## src/hdl/rme_pkg.sv

```systemverilog
package rme_pkg;

   localparam int unsigned FIELD_BITS = 32;
   localparam int unsigned CSR_INDEX_BITS = 2;

   // configuration register indexes
   localparam logic [CSR_INDEX_BITS-1:0] REG_EXPONENT = 2'd0;
   localparam logic [CSR_INDEX_BITS-1:0] REG_MODULUS  = 2'd1;
   localparam logic [CSR_INDEX_BITS-1:0] REG_MODE     = 2'd2;

   localparam logic [FIELD_BITS-1:0] EXPONENT_RESET = 32'd1;
   localparam logic [FIELD_BITS-1:0] MODULUS_RESET  = 32'd2;
   localparam logic                  MODE_RESET     = 1'b0;

   localparam logic MODE_ENCRYPT = 1'b0;
   localparam logic MODE_DECRYPT = 1'b1;

   localparam logic [7:0] END_NUL     = 8'd0;
   localparam logic [7:0] END_NEWLINE = 8'd10;

   // which modular multiply the shared unit runs
   typedef enum logic [1:0] {
      OP_REDUCE,
      OP_SQUARE,
      OP_MULT
   } op_type;

   typedef struct packed {
      logic   load;
      logic   mul_start;
      logic   mul_step;
      op_type op;
      logic   store;
      logic   exp_shift;
      logic   emit;
      logic   emit_zero;
   } cmd_type;

   typedef struct packed {
      logic short_item;
      logic exp_msb;
   } status_type;

endpackage

```

## src/hdl/rme_datapath.sv

```systemverilog
module rme_datapath #(
   parameter int unsigned WORD_BITS = 32
) (
   input  logic                             clock,
   input  rme_pkg::cmd_type                 cmd,
   output rme_pkg::status_type              status,
   input  logic [rme_pkg::FIELD_BITS-1:0]   value,
   input  logic [rme_pkg::FIELD_BITS-1:0]   exponent,
   input  logic [rme_pkg::FIELD_BITS-1:0]   modulus,
   input  logic                             mode,
   output logic [rme_pkg::FIELD_BITS-1:0]   result,
   output logic                             terminator
);
   import rme_pkg::*;

   localparam int unsigned W = WORD_BITS;
   localparam int unsigned CW = (W < FIELD_BITS) ? W : FIELD_BITS;

   logic [W-1:0] value_w;
   logic [W-1:0] exp_w;
   logic [W-1:0] mod_w;
   logic [W-1:0] operand;
   logic [W-1:0] one;
   logic         term_now;
   logic         mod_zero;

   logic [W-1:0] x_ff;
   logic [W-1:0] base_ff;
   logic [W-1:0] acc_ff;
   logic [W-1:0] exp_ff, exp_in;
   logic [W-1:0] prod_ff, prod_in;
   logic [W-1:0] ma_ff;
   logic [W-1:0] mb_ff;
   logic [FIELD_BITS-1:0] result_ff;
   logic                  terminator_ff;

   logic [W:0]   dbl;
   logic [W-1:0] dbl_red;
   logic [W:0]   sum;
   logic [W-1:0] sum_red;

   assign value_w = W'(value[CW-1:0]);
   assign exp_w   = W'(exponent[CW-1:0]);
   assign mod_w   = W'(modulus[CW-1:0]);

   always_comb begin
      if (mode == MODE_ENCRYPT) begin
         operand  = W'(value_w[7:0]);
         term_now = (value_w[7:0] == END_NUL) || (value_w[7:0] == END_NEWLINE);
      end else begin
         operand  = value_w;
         term_now = (value_w == '0);
      end
   end

   assign mod_zero = (mod_w == '0);
   assign one      = (mod_w == W'(1)) ? '0 : W'(1);

   assign status.short_item = term_now || mod_zero;
   assign status.exp_msb    = exp_ff[W-1];

   // one bit of the shift-and-add modular multiply: double, then add if b bit set
   always_comb begin
      dbl     = {prod_ff, 1'b0};
      dbl_red = (dbl >= {1'b0, mod_w}) ? W'(dbl - {1'b0, mod_w}) : dbl[W-1:0];
      sum     = {1'b0, dbl_red} + {1'b0, ma_ff};
      sum_red = (sum >= {1'b0, mod_w}) ? W'(sum - {1'b0, mod_w}) : sum[W-1:0];
      prod_in = mb_ff[W-1] ? sum_red : dbl_red;
   end

   always_comb begin
      exp_in = exp_ff;
      if (cmd.load) begin
         exp_in = exp_w;
      end else if (cmd.exp_shift) begin
         exp_in = {exp_ff[W-2:0], 1'b0};
      end
   end

   always_ff @(posedge clock) begin
      exp_ff <= exp_in;
      if (cmd.load) begin
         x_ff   <= operand;
         acc_ff <= one;
      end
      if (cmd.mul_start) begin
         prod_ff <= '0;
         case (cmd.op)
            OP_REDUCE: begin
               ma_ff <= one;
               mb_ff <= x_ff;
            end
            OP_SQUARE: begin
               ma_ff <= acc_ff;
               mb_ff <= acc_ff;
            end
            OP_MULT: begin
               ma_ff <= acc_ff;
               mb_ff <= base_ff;
            end
            default: begin
               ma_ff <= acc_ff;
               mb_ff <= acc_ff;
            end
         endcase
      end else if (cmd.mul_step) begin
         prod_ff <= prod_in;
         mb_ff   <= {mb_ff[W-2:0], 1'b0};
      end
      if (cmd.store) begin
         if (cmd.op == OP_REDUCE) begin
            base_ff <= prod_ff;
         end else begin
            acc_ff <= prod_ff;
         end
      end
      if (cmd.emit) begin
         if (cmd.emit_zero) begin
            result_ff     <= '0;
            terminator_ff <= term_now;
         end else begin
            result_ff     <= FIELD_BITS'(acc_ff);
            terminator_ff <= 1'b0;
         end
      end
   end

   assign result     = result_ff;
   assign terminator = terminator_ff;

endmodule

```

## src/hdl/rme_ctrl.sv

```systemverilog
module rme_ctrl #(
   parameter int unsigned WORD_BITS = 32
) (
   input  logic                clock,
   input  logic                reset,
   input  logic                start,
   output logic                busy,
   output logic                rsp_valid,
   output rme_pkg::cmd_type    cmd,
   input  rme_pkg::status_type status
);
   import rme_pkg::*;

   localparam int unsigned CNT_BITS = $clog2(WORD_BITS);

   typedef enum logic [2:0] {
      IDLE,
      START_MUL,
      RUN,
      POST,
      EMIT
   } state_type;

   state_type           state_ff;
   op_type              op_ff;
   logic [CNT_BITS-1:0] mcnt_ff;
   logic [CNT_BITS-1:0] ecnt_ff;
   logic                rsp_valid_ff;
   logic                accept;
   logic                need_mult;
   logic                advance;

   assign accept    = start && (state_ff == IDLE);
   assign need_mult = (op_ff == OP_SQUARE) && status.exp_msb;
   // done with this exponent bit: move to the next one, or finish
   assign advance   = (state_ff == POST) && (op_ff != OP_REDUCE) && !need_mult;

   always_comb begin
      cmd           = '0;
      cmd.op        = op_ff;
      cmd.load      = accept;
      cmd.mul_start = (state_ff == START_MUL);
      cmd.mul_step  = (state_ff == RUN);
      cmd.store     = (state_ff == POST);
      cmd.exp_shift = advance && (ecnt_ff != '0);
      cmd.emit      = (accept && status.short_item) || (state_ff == EMIT);
      cmd.emit_zero = (state_ff == IDLE);
   end

   always_ff @(posedge clock) begin
      if (reset) begin
         state_ff     <= IDLE;
         op_ff        <= OP_REDUCE;
         mcnt_ff      <= '0;
         ecnt_ff      <= '0;
         rsp_valid_ff <= 1'b0;
      end else begin
         rsp_valid_ff <= 1'b0;
         case (state_ff)
            IDLE: begin
               if (start) begin
                  if (status.short_item) begin
                     rsp_valid_ff <= 1'b1;
                  end else begin
                     op_ff    <= OP_REDUCE;
                     state_ff <= START_MUL;
                  end
               end
            end
            START_MUL: begin
               mcnt_ff  <= CNT_BITS'(WORD_BITS - 1);
               state_ff <= RUN;
            end
            RUN: begin
               if (mcnt_ff == '0) begin
                  state_ff <= POST;
               end else begin
                  mcnt_ff <= mcnt_ff - 1'b1;
               end
            end
            POST: begin
               if (op_ff == OP_REDUCE) begin
                  op_ff    <= OP_SQUARE;
                  ecnt_ff  <= CNT_BITS'(WORD_BITS - 1);
                  state_ff <= START_MUL;
               end else if (need_mult) begin
                  op_ff    <= OP_MULT;
                  state_ff <= START_MUL;
               end else if (ecnt_ff == '0) begin
                  state_ff <= EMIT;
               end else begin
                  ecnt_ff  <= ecnt_ff - 1'b1;
                  op_ff    <= OP_SQUARE;
                  state_ff <= START_MUL;
               end
            end
            EMIT: begin
               rsp_valid_ff <= 1'b1;
               state_ff     <= IDLE;
            end
            default: begin
               state_ff <= IDLE;
            end
         endcase
      end
   end

   assign busy      = (state_ff != IDLE);
   assign rsp_valid = rsp_valid_ff;

   a_accept_outcome: assert property (@(posedge clock) disable iff (reset)
      accept |=> (rsp_valid_ff || (state_ff == START_MUL)))
      else $error("accepted item neither answered nor started");

   a_start_run: assert property (@(posedge clock) disable iff (reset)
      (state_ff == START_MUL) |=> (state_ff == RUN))
      else $error("multiply start not followed by run");

   a_run_end: assert property (@(posedge clock) disable iff (reset)
      ((state_ff == RUN) && (mcnt_ff == '0)) |=> (state_ff == POST))
      else $error("multiply did not end after last bit");

   a_valid_idle: assert property (@(posedge clock) disable iff (reset)
      rsp_valid_ff |-> (state_ff == IDLE))
      else $error("result strobe while busy");

   a_emit_valid: assert property (@(posedge clock) disable iff (reset)
      (state_ff == EMIT) |=> (rsp_valid_ff && !busy))
      else $error("emit did not produce a result");

endmodule

```

## src/hdl/rsa_modexp_crypt_stream_unit.sv

```systemverilog
// An item that ends the message (or any item with modulus 0) gives its result in
// the cycle after it is accepted. Otherwise the controller runs the bit-serial
// modular multiplier to reduce the input, then squares once for each of the
// W = WORD_BITS exponent bits, with a multiply after each square whose bit is set.
// One item at a time. The receiver cannot stall: rsp_valid is high for one cycle per item.
// Synchronous reset returns the controller to idle and the CSRs to their reset values.
module rsa_modexp_crypt_stream_unit #(
   parameter int unsigned WORD_BITS = 32
) (
   input  logic                                clock,
   input  logic                                reset,
   input  logic                                start,
   output logic                                busy,
   input  logic [rme_pkg::FIELD_BITS-1:0]      req_value,
   output logic                                rsp_valid,
   output logic [rme_pkg::FIELD_BITS-1:0]      rsp_result,
   output logic                                rsp_terminator,
   input  logic                                csr_we,
   input  logic [rme_pkg::CSR_INDEX_BITS-1:0]  csr_index,
   input  logic [rme_pkg::FIELD_BITS-1:0]      csr_wdata
);
   import rme_pkg::*;

   logic [FIELD_BITS-1:0] exponent_ff;
   logic [FIELD_BITS-1:0] modulus_ff;
   logic                  mode_ff;
   cmd_type               cmd;
   status_type            status;

   always_ff @(posedge clock) begin
      if (reset) begin
         exponent_ff <= EXPONENT_RESET;
         modulus_ff  <= MODULUS_RESET;
         mode_ff     <= MODE_RESET;
      end else if (csr_we) begin
         case (csr_index)
            REG_EXPONENT: exponent_ff <= csr_wdata;
            REG_MODULUS:  modulus_ff  <= csr_wdata;
            REG_MODE:     mode_ff     <= csr_wdata[0];
            default: begin
            end
         endcase
      end
   end

   rme_ctrl #(
      .WORD_BITS(WORD_BITS)
   ) u_ctrl (
      .clock     (clock),
      .reset     (reset),
      .start     (start),
      .busy      (busy),
      .rsp_valid (rsp_valid),
      .cmd       (cmd),
      .status    (status)
   );

   rme_datapath #(
      .WORD_BITS(WORD_BITS)
   ) u_datapath (
      .clock      (clock),
      .cmd        (cmd),
      .status     (status),
      .value      (req_value),
      .exponent   (exponent_ff),
      .modulus    (modulus_ff),
      .mode       (mode_ff),
      .result     (rsp_result),
      .terminator (rsp_terminator)
   );

endmodule
```

## config.mk

```make
export PLATFORM = sky130hd
export DESIGN_NAME = rsa_modexp_crypt_stream_unit
export DESIGN_NICKNAME = d
export VERILOG_FILES = /design/src/hdl/rme_pkg.sv /design/src/hdl/rme_datapath.sv /design/src/hdl/rme_ctrl.sv /design/src/hdl/rsa_modexp_crypt_stream_unit.sv
export SDC_FILE = /design/constraint.sdc
export NUM_CORES = 1
export LEC_CHECK = 0
export BUFFER_PORTS_ARGS = -buffer_cell sky130_fd_sc_hd__buf_4
export CAP_MARGIN = 10
export CELL_PAD_IN_SITES_DETAIL_PLACEMENT = 0
export CELL_PAD_IN_SITES_GLOBAL_PLACEMENT = 1
export CORE_MARGIN = 1.5
export CORE_UTILIZATION = 40
export CTS_BUF_LIST = sky130_fd_sc_hd__clkbuf_2
export DETAILED_ROUTE_END_ITERATION = 8
export PLACE_DENSITY_LB_ADDON = 0.1
export REMOVE_ABC_BUFFERS = 1
export SLEW_MARGIN = 5
export SYNTH_ARGS = -nofsm -noshare
export SYNTH_HDL_FRONTEND = slang
export SYNTH_SLANG_ARGS = --single-unit
export TNS_END_PERCENT = 20
```

## constraint.sdc

```tcl
create_clock -name clock -period 7.44 [get_ports clock]
set_input_delay 0.372 -clock clock [delete_from_list [all_inputs] [get_ports clock]]
set_output_delay 0.372 -clock clock [all_outputs]
set_load 0.05 [all_outputs]
```

==> results.py <==
metrics = {
    "run_status": {
        "outcome": "completed",
    },
    "synth": {
        "ys.flop_type": "edfxtp_1",
        "synth_seq_cells": 338,
        "async_reset_ff_frac": 0,
        "ys_types": 82,
        "ys_seq_area_frac": 0.461,
        "yosys_warnings": 0,
        "synth.avg_cell_area_um2": 9.75,
        "synthCells": 1936,
        "syn_area_um2": 18900,
        "synth-edff-count": 193,
    },
    "place": {
        "gp_congestion": 0.929,
        "numPortBuffers": 104,
        "post-dp-hpwl_um": 44300,
        "post-place-ws_ns": -0.162,
    },
    "drt": {
        "drcViolationCount": 0,
        "routed_wl_um": 59700,
        "antenna_left": 0,
        "first_iter_violations": 1023,
        "viasPerCell": 5.27,
        "num_vias": 15900,
        "firstDrtPassIters": 5,
        "wl_per_cell_um": 19.8,
    },
    "sta": {
        "setup_viol": 0,
        "drv_slew": 0,
        "min_period_ns": 7.13,
        "slew_headroom": 0.277,
        "setup_ws_ns": 0.310,
        "worstMarginPinSlew_ns": 1.08,
        "skew_ns": 0.0921,
        "fin_crit_sh": 0.958,
        "final_hold_viol_count": 0,
        "timing.fmax_ghz": 0.140,
    },
    "floorplan": {
        "num_io_pins": 105,
        "rows": 79,
        "start_util": 0.405,
        "core_area_um2": 46600,
        "die_x_um": 220,
        "dieArea_um2": 48500,
        "chipHeight_um": 220,
    },
    "critical_path": {
        "critPathSlowestCell": "dfxtp_2",
        "worstSetupEndpointType": "flip-flop",
        "r2r-end": "u_datapath.prod_ff[13]$_SDFFE_PP0P_",
        "critPathKind": "reg -> reg",
        "crit_fanout": 5,
        "r2r_cells": 34,
        "slowest_delay_ns": 0.36,
        "cp-start-kind": "flip-flop",
        "critical_path.most_common_cell": "a21o_1",
        "crit_arrival_ns": 8.05,
        "r2r_setup_slack_ns": 0.31,
        "reg2reg_from": "modulus_ff[8]$_SDFFE_PP0P_",
        "worstPathRequired_ns": 8.36,
    },
    "final_layout": {
        "layout-drive-gt1-share": 0.260,
        "fin_nets": 2506,
        "areaGrowthSynthToFinish_pct": 27.4,
        "final_cell_mix": "buf_4 (291), nand2_1 (252), a21oi_1 (195), edfxtp_1 (193), clkbuf_2 (137)",
        "final_util": 0.516,
        "layout_commonest_cell": "buf_4",
    },
    "cts": {
        "cts_sinks": 338,
        "cts_buffers": 88,
        "clkLatencyLatePin_ns": 1.05,
        "root_buffer": "clkbuf_2",
        "clk_path_buf_depth": 3,
        "cts_tree": "built",
        "h-tree-depth": 3,
        "clkTransAtPathRegs_ns": 0.11,
    },
    "global_routing": {
        "grt_pass1_vias": 15500,
        "overflow": 0,
        "grt_usage": 0.245,
        "grt_pass1_wl_um": 89500,
        "antenna_found_initial": 1,
        "grt_max_degree": 79,
    },
    "hold_path": {
        "hold_depth": 2,
        "min_to": "u_datapath.x_ff[6]$_DFFE_PP_",
        "min_from": "req_value[6]",
        "min_path_type": "in -> reg",
    },
    "run": {
        "drv_cap": 0,
    },
}
[how the worst max path moves through the flow]
stage	slack, ns	from	to	cells after the start
4_1_cts	0.009	modulus_ff[1]$_SDFFE_PP1P_	u_datapath.prod_ff[13]$_SDFFE_PP0P_	31
3_5_place_dp	-0.16	modulus_ff[5]$_SDFFE_PP0P_	u_datapath.prod_ff[13]$_SDFFE_PP0P_	33
3_3_place_gp	-0.15	modulus_ff[5]$_SDFFE_PP0P_	u_datapath.prod_ff[13]$_SDFFE_PP0P_	33
6_report	0.31	modulus_ff[8]$_SDFFE_PP0P_	u_datapath.prod_ff[13]$_SDFFE_PP0P_	34
2_1_floorplan	-0.95	modulus_ff[1]$_SDFFE_PP1P_	u_datapath.prod_ff[13]$_SDFFE_PP0P_	30
5_1_grt	-0.02	modulus_ff[8]$_SDFFE_PP0P_	u_datapath.prod_ff[24]$_SDFFE_PP0P_	35
[kinds of logic (layout without fill, tap and decap cells)]
kind of cell    count (synthesis)  after routing  synth area share
xor+xnor                       89             89            0.0413
fa+ha+maj                     102            102            0.0688
compound gates                535            535             0.181
other cells                     0              2                 0
mux                           109            109            0.0620
simple gates                  609            609             0.154
flops                         338            338             0.461
buf+inv                       154            626            0.0318
[cell usage after synthesis, types with 15 or more instances]
library cell / instances / area [µm²]
and2_1: 93 / 582
nand3_1: 24 / 120
mux2_2: 55 / 619
and3_1: 19 / 119
a22o_1: 32 / 280
xnor2_1: 60 / 526
nor4_1: 17 / 106
mux2i_1: 52 / 521
clkbuf_1: 74 / 278
a21oi_1: 202 / 1010
o21ai_0: 109 / 546
nor2_1: 109 / 409
o21a_1: 15 / 113
edfxtp_1: 193 / 5800
a31oi_1: 18 / 113
xor2_1: 29 / 254
dfxtp_1: 145 / 2900
nor3_1: 24 / 120
a211oi_1: 17 / 128
nand2_1: 252 / 946
ha_1: 99 / 1240
inv_1: 67 / 251
a21o_1: 48 / 360
[state kept, by name (all words and copies together) (netlist names)]
register,flops
exponent_ff,32
mode_ff,1
modulus_ff,32
u_ctrl.ecnt_ff,5
u_ctrl.mcnt_ff,5
u_ctrl.op_ff,2
u_ctrl.rsp_valid,1
u_ctrl.state_ff,3
u_datapath.acc_ff,32
u_datapath.base_ff,32
u_datapath.exp_ff,32
u_datapath.ma_ff,32
u_datapath.mb_ff,32
u_datapath.prod_ff,32
u_datapath.result,32
u_datapath.terminator,1
u_datapath.x_ff,32
[what timing repair did]
item	4_1_cts	5_1_grt
endpoints found under the setup margin	23	32
setup buffers	2	9
gates cloned	0	1
gates resized for setup	11	113
hold endpoints to repair	104	0
pin swaps	5	31
hold buffers	98	0
[area by class of cell]
cell class,count,area [µm²]
antenna,2,5.00
clock buffer,137,686
clock inverter,27,145
fill,4433,22500
inverter,67,251
multi-input combinational,1444,10200
sequential,338,8710
tap,607,759
timing repair buffer,395,3260
[critical path, delay by kind of cell (launching register included)]
kind	cells	cell delay, ns
XOR/XNOR	1	0.20
multiplexers	2	0.58
buffers and inverters	5	0.68
AND/OR/NAND/NOR	5	0.97
AO/OA/AOI/OAI	18	3.35
flip-flops	1	0.36
adder cells (fa/ha/maj)	3	0.84
[routing by layer]
layer / global-route usage / part of all wire / vias to the layer above
li1: - / - / 7905
met1: 0.359 / 0.50 / 7569
met2: 0.368 / 0.43 / 364
met3: 0.0334 / 0.041 / 64
met4: 0.0839 / 0.022 / 0
met5: 0 / 0 / -
[through the flow]
stage	setup TNS [ns]	area, µm²	hold slack [ns]	std cells
finish	0	24000	0.107	3017
global placement	-0.926	21500	0.440	2741
CTS	0	23300	0.000964	3005
global route	-0.0581	24000	0.0303	3016
detailed placement	-1.29	21500	0.446	2741
floorplan	-19.21	18500	0.428	1849
Power is left out: the tool's default activity adds up to more than one toggle a clock period on the data nets, which glitch-free logic cannot reach.
